==> src/rtl/pfw_pkg.sv <==
// ----------------------------------------------------------------------------
// pfw_pkg: shared types and constants for the 6k wheel prime factorizer
// Holds the number width, result limit and the back-end state encoding.
// ----------------------------------------------------------------------------
`default_nettype none
package pfw_pkg;
  localparam int NumWidth   = 32;
  localparam int MaxResults = 32;
  localparam int CntWidth   = $clog2(MaxResults + 1);

  typedef logic [NumWidth-1:0] num_t;

  typedef enum logic [2:0] {
    ST_IDLE,
    ST_CHECK,
    ST_DIV,
    ST_TEST,
    ST_EMIT,
    ST_TAIL
  } st_t;
endpackage
`default_nettype wire

==> src/rtl/pfw_divider.sv <==
// ----------------------------------------------------------------------------
// pfw_divider: restoring radix-2 divider
// Computes quotient and remainder, one quotient bit per cycle.
// ----------------------------------------------------------------------------
`default_nettype none
module pfw_divider import pfw_pkg::*; (
  input  wire  clk,
  input  wire  rst_n,
  input  wire  start,
  input  num_t dividend,
  input  num_t divisor,
  output logic done,
  output num_t quot,
  output num_t rem
);
  localparam int CW = $clog2(NumWidth + 1);

  num_t        q_r, q_nxt;
  logic [NumWidth:0] r_r, r_nxt;
  num_t        d_r;
  logic [CW-1:0] cnt_r, cnt_nxt;
  logic        run_r, run_nxt, done_r, done_nxt;
  logic [NumWidth:0] trial;

  always_comb begin
    q_nxt    = q_r;
    r_nxt    = r_r;
    cnt_nxt  = cnt_r;
    run_nxt  = run_r;
    done_nxt = 1'b0;
    trial    = {r_r[NumWidth-1:0], q_r[NumWidth-1]};
    if (start) begin
      q_nxt   = dividend;
      r_nxt   = '0;
      cnt_nxt = CW'(NumWidth);
      run_nxt = 1'b1;
    end else if (run_r) begin
      // shift in next dividend bit, subtract if it fits
      if (trial >= {1'b0, d_r}) begin
        r_nxt = trial - {1'b0, d_r};
        q_nxt = {q_r[NumWidth-2:0], 1'b1};
      end else begin
        r_nxt = trial;
        q_nxt = {q_r[NumWidth-2:0], 1'b0};
      end
      cnt_nxt = cnt_r - CW'(1);
      if (cnt_r == CW'(1)) begin
        run_nxt  = 1'b0;
        done_nxt = 1'b1;
      end
    end
  end

  always_ff @(posedge clk) begin
    if (!rst_n) begin
      run_r  <= 1'b0;
      done_r <= 1'b0;
      cnt_r  <= '0;
    end else begin
      run_r  <= run_nxt;
      done_r <= done_nxt;
      cnt_r  <= cnt_nxt;
    end
    q_r <= q_nxt;
    r_r <= r_nxt;
    if (start) d_r <= divisor;
  end

  assign done = done_r;
  assign quot = q_r;
  assign rem  = r_r[NumWidth-1:0];
endmodule
`default_nettype wire

==> src/rtl/pfw_front.sv <==
// ----------------------------------------------------------------------------
// pfw_front: input stage and two-entry queue
// Masks trivial numbers (0 and 1) and queues the rest for the back end.
// ----------------------------------------------------------------------------
`default_nettype none
module pfw_front import pfw_pkg::*; (
  input  wire  clk,
  input  wire  rst_n,
  input  wire  in_valid,
  output logic in_stall,
  input  num_t in_number,
  output logic q_valid,
  input  wire  q_pop,
  output num_t q_number
);
  num_t q_mem [2];
  logic wp_r, rp_r;
  logic [1:0] cnt_r;
  logic push, keep;

  assign in_stall = (cnt_r == 2'd2);
  // drop 0 and 1: they give no beats
  assign keep = (in_number > num_t'(1));
  assign push = in_valid && !in_stall && keep;
  assign q_valid  = (cnt_r != 2'd0);
  assign q_number = q_mem[rp_r];

  always_ff @(posedge clk) begin
    if (!rst_n) begin
      wp_r  <= 1'b0;
      rp_r  <= 1'b0;
      cnt_r <= 2'd0;
    end else begin
      if (push) wp_r <= ~wp_r;
      if (q_pop) rp_r <= ~rp_r;
      cnt_r <= cnt_r + {1'b0, push} - {1'b0, q_pop};
    end
    if (push) q_mem[wp_r] <= in_number;
  end
endmodule
`default_nettype wire

==> src/rtl/pfw_back.sv <==
// ----------------------------------------------------------------------------
// pfw_back: trial-division sequencer
// Strips 2, 3 and the 6k-1 / 6k+1 divisors with a shared serial divider.
// ----------------------------------------------------------------------------
`default_nettype none
module pfw_back import pfw_pkg::*; (
  input  wire  clk,
  input  wire  rst_n,
  input  wire  q_valid,
  output logic q_pop,
  input  num_t q_number,
  output logic out_valid,
  input  wire  out_stall,
  output logic [31:0] out_factor,
  output logic out_last
);
  st_t  st_r, st_nxt;
  num_t rem_r, rem_nxt, d_r, d_nxt, quo_r, quo_nxt;
  logic [CntWidth-1:0] cnt_r, cnt_nxt;
  logic alt_r, alt_nxt;         // 0: divisor 6k-1, 1: 6k+1
  logic wheel_r, wheel_nxt;     // in the wheel phase
  logic ov_r, ov_nxt;
  logic [31:0] of_r, of_nxt;
  logic ol_r, ol_nxt;
  logic div_start, div_done;
  num_t div_q, div_rem;
  logic full;

  pfw_divider u_div (
    .clk(clk), .rst_n(rst_n), .start(div_start),
    .dividend(rem_r), .divisor(d_r),
    .done(div_done), .quot(div_q), .rem(div_rem)
  );

  assign full = (cnt_r == CntWidth'(MaxResults - 1));

  always_comb begin
    st_nxt = st_r; rem_nxt = rem_r; d_nxt = d_r; quo_nxt = quo_r;
    cnt_nxt = cnt_r; alt_nxt = alt_r; wheel_nxt = wheel_r;
    ov_nxt = ov_r; of_nxt = of_r; ol_nxt = ol_r;
    q_pop = 1'b0; div_start = 1'b0;
    if (ov_r && !out_stall) ov_nxt = 1'b0;
    case (st_r)
      ST_IDLE: begin
        if (q_valid) begin
          q_pop = 1'b1; rem_nxt = q_number; d_nxt = num_t'(2);
          cnt_nxt = '0; alt_nxt = 1'b0; wheel_nxt = 1'b0;
          st_nxt = ST_CHECK;
        end
      end
      ST_CHECK: begin
        // launch remaining / d
        div_start = 1'b1;
        st_nxt = ST_DIV;
      end
      ST_DIV: begin
        if (div_done) begin
          quo_nxt = div_q;
          if (wheel_r && !alt_r && div_q < d_r) st_nxt = ST_TAIL;
          else if (rem_r >= d_r && div_rem == '0) st_nxt = ST_EMIT;
          else st_nxt = ST_TEST;
        end
      end
      ST_EMIT: begin
        if (!ov_r || !out_stall) begin
          ov_nxt = 1'b1; of_nxt = d_r[31:0];
          rem_nxt = quo_r;
          ol_nxt = full || (quo_r == num_t'(1));
          cnt_nxt = cnt_r + CntWidth'(1);
          st_nxt = ol_nxt ? ST_IDLE : ST_CHECK;
        end
      end
      ST_TEST: begin
        // advance to next divisor
        st_nxt = ST_CHECK;
        if (!wheel_r) begin
          if (d_r == num_t'(2)) d_nxt = num_t'(3);
          else begin d_nxt = num_t'(5); wheel_nxt = 1'b1; end
        end else if (!alt_r) begin
          d_nxt = d_r + num_t'(2); alt_nxt = 1'b1;
        end else begin
          d_nxt = d_r + num_t'(4); alt_nxt = 1'b0;
        end
      end
      ST_TAIL: begin
        if (rem_r == num_t'(1)) st_nxt = ST_IDLE;
        else if (!ov_r || !out_stall) begin
          ov_nxt = 1'b1; of_nxt = rem_r[31:0]; ol_nxt = 1'b1;
          st_nxt = ST_IDLE;
        end
      end
      default: st_nxt = ST_IDLE;
    endcase
  end

  always_ff @(posedge clk) begin
    if (!rst_n) begin
      st_r <= ST_IDLE;
      ov_r <= 1'b0;
    end else begin
      st_r <= st_nxt;
      ov_r <= ov_nxt;
    end
    rem_r <= rem_nxt; d_r <= d_nxt; quo_r <= quo_nxt; cnt_r <= cnt_nxt;
    alt_r <= alt_nxt; wheel_r <= wheel_nxt; of_r <= of_nxt; ol_r <= ol_nxt;
  end

  assign out_valid  = ov_r;
  assign out_factor = of_r;
  assign out_last   = ol_r;
endmodule
`default_nettype wire

==> src/rtl/prime_factorizer_6k_wheel.sv <==
// ----------------------------------------------------------------------------
// prime_factorizer_6k_wheel: trial-division prime factorizer
// Emits the prime factors of each number in ascending order.
// ----------------------------------------------------------------------------
// Usage:
//   Input channel: in_valid / in_stall / in_number (32-bit unsigned).
//   Result channel: out_valid / out_stall / out_factor, out_last. One beat
//   per prime factor, with multiplicity; out_last marks the final factor.
//   Numbers 0 and 1 are accepted and produce no beats.
// Timing:
//   A front queue of two entries takes numbers while the back end works.
//   Each trial divisor costs one serial division plus the CHECK and TEST
//   sequencing states, so the time for a number grows with t, the wheel
//   divisors tried (up to about 21850 for a large prime). The shared
//   radix-2 divider dominates that time.
// Reset:
//   rst_n (synchronous, active low) empties the queue and idles the back end.
// Stall:
//   While out_stall holds, the pending beat holds and the sequencer waits before emitting its next beat.
// ----------------------------------------------------------------------------
`default_nettype none
module prime_factorizer_6k_wheel import pfw_pkg::*; (
  input  wire         clk,
  input  wire         rst_n,
  input  wire         in_valid,
  output logic        in_stall,
  input  wire  [31:0] in_number,
  output logic        out_valid,
  input  wire         out_stall,
  output logic [31:0] out_factor,
  output logic        out_last
);
  logic q_valid, q_pop;
  num_t q_number;

  pfw_front u_front (
    .clk(clk), .rst_n(rst_n), .in_valid(in_valid), .in_stall(in_stall),
    .in_number(in_number), .q_valid(q_valid), .q_pop(q_pop), .q_number(q_number)
  );

  pfw_back u_back (
    .clk(clk), .rst_n(rst_n), .q_valid(q_valid), .q_pop(q_pop),
    .q_number(q_number), .out_valid(out_valid), .out_stall(out_stall),
    .out_factor(out_factor), .out_last(out_last)
  );
endmodule
`default_nettype wire

==> config.mk <==
export PLATFORM = sky130hd
export DESIGN_NAME = prime_factorizer_6k_wheel
export DESIGN_NICKNAME = d
export VERILOG_FILES = /design/src/rtl/pfw_pkg.sv /design/src/rtl/pfw_divider.sv /design/src/rtl/pfw_front.sv /design/src/rtl/pfw_back.sv /design/src/rtl/prime_factorizer_6k_wheel.sv
export SDC_FILE = /design/constraint.sdc
export NUM_CORES = 1
export LEC_CHECK = 0
export BUFFER_PORTS_ARGS = -buffer_cell sky130_fd_sc_hd__buf_2
export CORE_MARGIN = 2
export CORE_UTILIZATION = 60
export CTS_CLUSTER_DIAMETER = 30
export DETAILED_ROUTE_END_ITERATION = 12
export GPL_TIMING_DRIVEN = 1
export MAX_ROUTING_LAYER = met4
export PLACE_DENSITY = 0.82
export SLEW_MARGIN = 20
export SYNTH_ARGS = -nofsm -noshare
export SYNTH_HDL_FRONTEND = slang
export SYNTH_SLANG_ARGS = --single-unit
==> constraint.sdc <==
create_clock -name clk -period 5.6 [get_ports clk]
set_input_delay 1.12 -clock clk [delete_from_list [all_inputs] [get_ports clk]]
set_output_delay 1.12 -clock clk [all_outputs]
set_load 0.02 [all_outputs]
# After elaboration in Yosys (flattened, before gate mapping)
# Memory sizes are Yosys's and may differ from the RTL's. A register that Yosys moved wholly into a read port is not among the register bits.
# Index checks and enable logic that the tools add are counted.
dict set report word_totals {
  output_inout_bits 35
  n_memories 1
  input_bits 36
  ramBits 64
  ff_bits 249
}
dict set report op_classes {
  eq_ne 18
  n_reduce_logical 27
  bitwise_logic 4
  muxes 56
  n_addsub 7
  n_lt_le_gt_ge 4
}
# name depth width rd rd_clocked_by_memory_dff write_ports line
set mem_list {}
lappend mem_list {u_front.q_mem 2 32 1 1 1 pfw_front.sv:16} ;# num_t q_mem [2];
# operator n
set ops {}
lappend ops {{32-bit two-way mux} 11}
lappend ops {{32-bit case mux with 2 select lines} 3}
lappend ops {{32-bit by 1-bit equality test with 1-bit output (second input constant)} 2}
lappend ops {{33-bit by 32-bit greater-or-equal comparator with 1-bit output} 1}
lappend ops {{32-bit by 2-bit adder with 32-bit output (second input constant)} 1}
lappend ops {{32-bit by 3-bit adder with 32-bit output (second input constant)} 1}
lappend ops {{32-bit by 2-bit equality test with 1-bit output (second input constant)} 1}
lappend ops {{32-bit greater-or-equal comparator} 1}
lappend ops {{32-bit by 1-bit > comparator with 1-bit output (second input constant)} 1}
lappend ops {{32-bit zero test} 1}
lappend ops {{32-bit < comparator} 1}
lappend ops {{32-bit subtractor} 1}
lappend ops {{1-bit two-way mux} 24}
lappend ops {{3-bit two-way mux} 8}
lappend ops {{6-bit two-way mux} 4}
lappend ops {{3-bit case mux with 6 select lines} 1}
lappend ops {{6-bit case mux with 2 select lines} 1}
lappend ops {{2-bit nonzero test} 5}
lappend ops {{1-bit case mux with 2 select lines} 4}
lappend ops {{4-bit AND reduction} 2}
lappend ops {{6-bit by 1-bit adder with 6-bit output (second input constant)} 1}
lappend ops {{3-bit by 2-bit equality test with 1-bit output (second input constant)} 2}
lappend ops {{3-bit equality test (second input constant)} 2}
lappend ops {{6-bit by 1-bit equality test with 1-bit output (second input constant)} 1}
lappend ops {{18 further kinds} 36}

# Logic depth before layout (Yosys ltp)
dict set report logic_depth {
  word_depth 6
  mapped_depth 13
  ltp_nobuf 12
}

# Cells and area by module
# Synthesis repeated with hierarchy kept, for this count alone.
dict set report hier_totals {
  cells_unflattened 1454
  area_unflattened_um2 16520.8
}
# mod seq_area_each_um2 cells_each n_inst area_per_inst_um2
set by_module_without_submodules {}
lappend by_module_without_submodules {pfw_back 4194.0 702 1 7793.7}
lappend by_module_without_submodules {pfw_divider 2722.6 617 1 6103.4}
lappend by_module_without_submodules {pfw_front 2021.9 135 1 2623.8}

# Worst setup path after synthesis
# No wires, ideal clock.
dict set report synth_path {
  path_kind {register to register}
  from {reg u_back.st_r[1]}
  to {reg u_back.cnt_r[0], enable pin}
  n_path_buf 0
  t_arrival_ps 3347
  setup_slack_ps 1767
  path_stages_with_launch 4
  setup_time_ps 486
  synth_period_minus_slack_ps 3833
  required_time_ps 5114
  cell_sequence {dfxtp_1 -> nor2_1 -> o21ai_0 -> o21ai_0}
}
dict set report synth_via {
  elab_chain_cells 3
  elab_cells_between_ends 6
  classes_between {3 x eq/ne; 3 x reduce/logical}
}
# item line
set synth_lines {}
lappend synth_lines {{from (decl)} pfw_back.sv:17} ;# st_t st_r, st_nxt;
lappend synth_lines {{from (signal assigned)} pfw_back.sv:101} ;# st_r <= st_nxt;
lappend synth_lines {{3-bit equality test or 3-bit zero test (tied branches)} pfw_back.sv:43} ;# case (st_r)
lappend synth_lines {{2-bit by 1-bit inequality test with 1-bit output (no line) (tied with other cells)} n/a}
lappend synth_lines {{3-bit AND reduction (no line) (*)} n/a}
lappend synth_lines {{to (signal assigned)} pfw_back.sv:104} ;# rem_r <= rem_nxt; d_r <= d_nxt; quo_r <= quo_nxt; cnt_r <= cnt_nxt;
lappend synth_lines {{to (decl)} pfw_back.sv:19} ;# logic [CntWidth-1:0] cnt_r, cnt_nxt;
# Every way passes the cells marked *; elsewhere a longest branch is shown, timed or not.
# A chain may end at the register's enable or synchronous reset.

# Worst setup path in the final report
dict set report layout_path {
  from {reg u_back.u_div.d_r[4]}
  to {reg u_back.u_div.r_r[12]}
}
dict set report layout_via {
  elab_chain_cells 2
  elab_cells_between_ends 3
  classes_between {1 x add/sub; 1 x order compare; 1 x mux}
}
# item line
set layout_lines {}
lappend layout_lines {{from (decl)} pfw_divider.sv:20} ;# num_t d_r;
lappend layout_lines {{from (signal assigned)} pfw_divider.sv:66} ;# if (start) d_r <= divisor;
lappend layout_lines {{32-bit subtractor or 33-bit by 32-bit greater-or-equal comparator with 1-bit output (tied branches)} {pfw_divider.sv:40, pfw_divider.sv:39}}
lappend layout_lines {{32-bit two-way mux (*)} pfw_divider.sv:39} ;# if (trial >= {1'b0, d_r}) begin
lappend layout_lines {{to (signal assigned)} pfw_divider.sv:65} ;# r_r <= r_nxt;
lappend layout_lines {{to (decl)} pfw_divider.sv:19} ;# logic [NumWidth:0] r_r, r_nxt;
# Marks and branches as above.

==> insert_results.sql <==
INSERT INTO impl_metrics (metric_group, metric, value, unit) VALUES
('placement', 'place.port_buffers', '70', ''),
('sta', 'fin_ws', '1.890', 'ns'),
('detailed_routing', 'totalWireLength', '38510', 'um'),
('global_route', 'grt_antenna_before_repair', '0', ''),
('global_route', 'grt_use_total', '28.61', '%'),
('setup_path', 'peak_per_stage_delay_on_the_critical_path', '0.78', 'ns'),
('setup_path', 'type_of_element_launching_the_critical_path', 'flip-flop', ''),
('sta', 'finalClockSkew', '0.03469', 'ns'),
('synth', 'synth_register_bits', '314', ''),
('synth', 'synth.cells.most_frequent', 'sky130_fd_sc_hd__edfxtp_1, sky130_fd_sc_hd__nand2_1, sky130_fd_sc_hd__ha_1', ''),
('synth', 'synth.area.top_cells', 'sky130_fd_sc_hd__edfxtp_1, sky130_fd_sc_hd__ha_1, sky130_fd_sc_hd__dfxtp_1', ''),
('global_route', 'grt_pass1_vias', '11790', ''),
('detailed_routing', 'route.antenna.remaining_nets', '0', ''),
('placement', 'pre_cts_ws', '1.917', 'ns'),
('synth', 'synth_sequential_area_ratio', '55.79', '%'),
('clock_tree', 'cts_resized', '0', ''),
('die', 'io_pins', '71', ''),
('die', 'overall_die_area', '0.02803', 'mm2'),
('sta', 'max_freq', '0.2695', 'GHz'),
('die', 'die_h', '167.4', 'um'),
('synth', 'synth.cell_area', '0.01602', 'mm2'),
('synth', 'synth_area_leader_cell', 'sky130_fd_sc_hd__edfxtp_1', ''),
('placement', 'dp_hpwl', '26090', 'um'),
('cells_and_area', 'final_layout_size_suffix_gt1_share', '14.90', '%'),
('detailed_routing', 'total_number_of_vias', '11900', ''),
('detailed_routing', 'viasPerCell', '6.222', ''),
('sta', 'tightestPinTransition', '1.076', 'ns'),
('clock_tree', 'clock_insertion_delay_worst_skew', '0.60', 'ns'),
('clock_tree', 'cts_tree', 'done', ''),
('detailed_routing', 'drt_iter0_drc', '1366', ''),
('die', 'die_w', '167.4', 'um'),
('synth', 'synth_edf_count', '265', ''),
('die', 'initial_util', '61.31', '%'),
('synth', 'syn_avg_cell_area', '11.13', 'um2'),
('cells_and_area', 'area_added_between_synthesis_and_finish', '17.52', '%'),
('power', 'ir_drop', '0.3681', 'mV'),
('power', 'leakage', '7.389', 'nW'),
('cells_and_area', 'insertedDiodeCount', '0', ''),
('sta', 'setup_repair_after_global_routing_missed_its_margin', 'false', ''),
('global_route', 'grt_start_max_net_pins', '69', ''),
('detailed_routing', 'drc_errors', '2', ''),
('synth', 'synth_most_common_cell', 'sky130_fd_sc_hd__edfxtp_1', ''),
('run', 'max_cap_violations', '0', ''),
('cells_and_area', 'nets', '1667', ''),
('worst_hold_path', 'hold_class', 'flip-flop to flip-flop', ''),
('run_status', 'run_status', 'finished, violations left', ''),
('sta', 'worst_slew_margin_rel', '28.09', '%'),
('setup_path', 'setup.worst_path.end_class', 'flip-flop', ''),
('power', 'power_density', '621.8', 'mW/mm2'),
('clock_tree', 'cts_inserted_buffers', '60', ''),
('setup_path', 'crit_type', 'flip-flop to flip-flop', ''),
('setup_path', 'critical_path_peak_fanout', '36', ''),
('sta', 'post-route-min-period', '3.710', 'ns'),
('sta', 'finalMaxSlewViolations', '0', ''),
('synth', 'async_reset_ff_share', '0', '%'),
('clock_tree', 'hold_buffers', '0', ''),
('synth', 'synth.yosys.warnings', '0', ''),
('sta', 'final_min_period_over_clock_period', '66.26', '%'),
('global_route', 'global_route_wire_length_before_repair', '61620', 'um'),
('setup_path', 'cp.arrival', '4.15', 'ns'),
('run_status', 'violations', 'design-rule violations', ''),
('synth', 'synth_fp_nets', '1579', ''),
('detailed_routing', 'drt_first_pass_iters', '10', ''),
('clock_tree', 'clk_path_buf_depth', '3', ''),
('clock_tree', 'cts_max_level', '2', ''),
('synth', 'netlist-cell-type-count', '62', ''),
('setup_path', 'crit_path_cell_trace', 'inv_1 -> ha_1 -> a21oi_1 -> nand2_1 -> a221o_1 -> a211oi_4 -> o21ai_2 -> a211oi_4 -> buf_4 -> mux2i_1 -> a21oi_1', ''),
('sta', 'setup_viol_count_final', '0', ''),
('setup_path', 'slowest_stage', 'sky130_fd_sc_hd__a211oi_4', ''),
('synth', 'synthesized_instance_count', '1439', ''),
('synth', 'netlist.area_leader.share', '49.66', '%');
flip-flops by register name (all words and copies together) (netlist names), 2 cells and up, named ones only:
| signal | flops |
|---|---|
| u_back.cnt_r | 6 |
| u_back.d_r | 32 |
| u_back.out_factor | 32 |
| u_back.quo_r | 32 |
| u_back.rem_r | 32 |
| u_back.st_r | 3 |
| u_back.u_div.cnt_r | 6 |
| u_back.u_div.d_r | 32 |
| u_back.u_div.quot | 32 |
| u_back.u_div.r_r | 32 |
| u_front.cnt_r | 2 |
| u_front.q_mem | 64 |
routing by layer:
layer	track usage (%)	up-vias	routed length [um]
met2	46.09	605	18400
met3	4.136	145	2705
met4	13.76	0	1921
met1	35.93	5641	15490
met5	-	-	0
li1	-	5506	-
layout make-up:
cell class	count	area (um2)
fill	1760	7303
timing repair buffer	81	452.9
clock inverter	48	588.1
sequential	314	8940
multi-input combinational	985	6594
inverter	85	319.1
clock buffer	64	1516
tap	335	419.2
through the flow:
stage	power (mW)	hold WS, ns	util (%)	cell area, um2	std cells
after floorplan	6.799	0.4244	-	16020	1439
after global placement	7.726	0.4817	63.89	16700	1799
after detailed placement	7.910	0.4870	63.89	16700	1799
after CTS	11.65	0.4927	71.95	18800	1911
after global routing	12.35	0.5146	72.05	18830	1912
final	11.71	0.4956	72.05	18830	1912
final timing paths:
path / from / endpoint / slack (ns) / cells after the start
worst min-delay path: u_back.u_div.cnt_r[1]$_SDFFE_PP0P_ / u_back.u_div.cnt_r[1]$_SDFFE_PP0P_ / 0.50 / 2
worst max register to register: u_back.u_div.d_r[4]$_DFFE_PP_ / u_back.u_div.r_r[12]$_SDFFE_PP0P_ / 1.89 / 11
worst max-delay path: u_back.u_div.d_r[4]$_DFFE_PP_ / u_back.u_div.r_r[12]$_SDFFE_PP0P_ / 1.89 / 11
worst min register to register: u_back.u_div.cnt_r[1]$_SDFFE_PP0P_ / u_back.u_div.cnt_r[1]$_SDFFE_PP0P_ / 0.50 / 2
worst max-delay path, delay by kind of cell, from the launching register on:
kind	cells	cell delay, ns
AO/OA/AOI/OAI	6	1.98
adder cells (fa/ha/maj)	1	0.37
buffers and inverters	2	0.54
flip-flops	1	0.32
multiplexers	1	0.26
AND/OR/NAND/NOR	1	0.09
placed cells by master (no fill, tap or decap), types with 12 or more instances in the layout:
cell type | Yosys | routed
sky130_fd_sc_hd__edfxtp_1 | 265 | 265
sky130_fd_sc_hd__nor2_1 | 97 | 95
sky130_fd_sc_hd__ha_1 | 103 | 103
sky130_fd_sc_hd__nor4_1 | 43 | 43
sky130_fd_sc_hd__a21o_1 | 34 | 34
sky130_fd_sc_hd__nand2b_1 | 13 | 12
sky130_fd_sc_hd__mux2_2 | 31 | 31
sky130_fd_sc_hd__buf_2 | 4 | 70
sky130_fd_sc_hd__dfxtp_1 | 49 | 48
sky130_fd_sc_hd__nand3_1 | 25 | 25
sky130_fd_sc_hd__inv_1 | 85 | 84
sky130_fd_sc_hd__xor2_1 | 15 | 15
sky130_fd_sc_hd__mux2i_1 | 41 | 41
sky130_fd_sc_hd__clkbuf_16 | 0 | 60
sky130_fd_sc_hd__xnor2_1 | 50 | 50
sky130_fd_sc_hd__nand2_1 | 182 | 182
sky130_fd_sc_hd__nor3_1 | 20 | 20
sky130_fd_sc_hd__o21ai_0 | 94 | 93
sky130_fd_sc_hd__inv_6 | 0 | 15
sky130_fd_sc_hd__nand4_1 | 32 | 32
sky130_fd_sc_hd__a21oi_1 | 84 | 82
report_power, final:
part           leakage, nW  switching [mW]  internal, mW
clock network         1.01            1.32          2.35
logic                 3.50            2.32          1.52
registers             2.87           0.749          3.45
cells by family (layout without fill, tap and decap cells):
kind of cell / after synthesis / in the layout / synth area share [%]
compound gates: 279 / 279 / 10.75
xor+xnor: 65 / 65 / 3.553
fa+ha+maj: 104 / 104 / 8.168
buf+inv: 140 / 278 / 3.358
flops: 314 / 314 / 55.79
mux: 72 / 72 / 4.740
simple gates: 465 / 465 / 13.64
No activity file was read; power rests on OpenSTA's default activity.
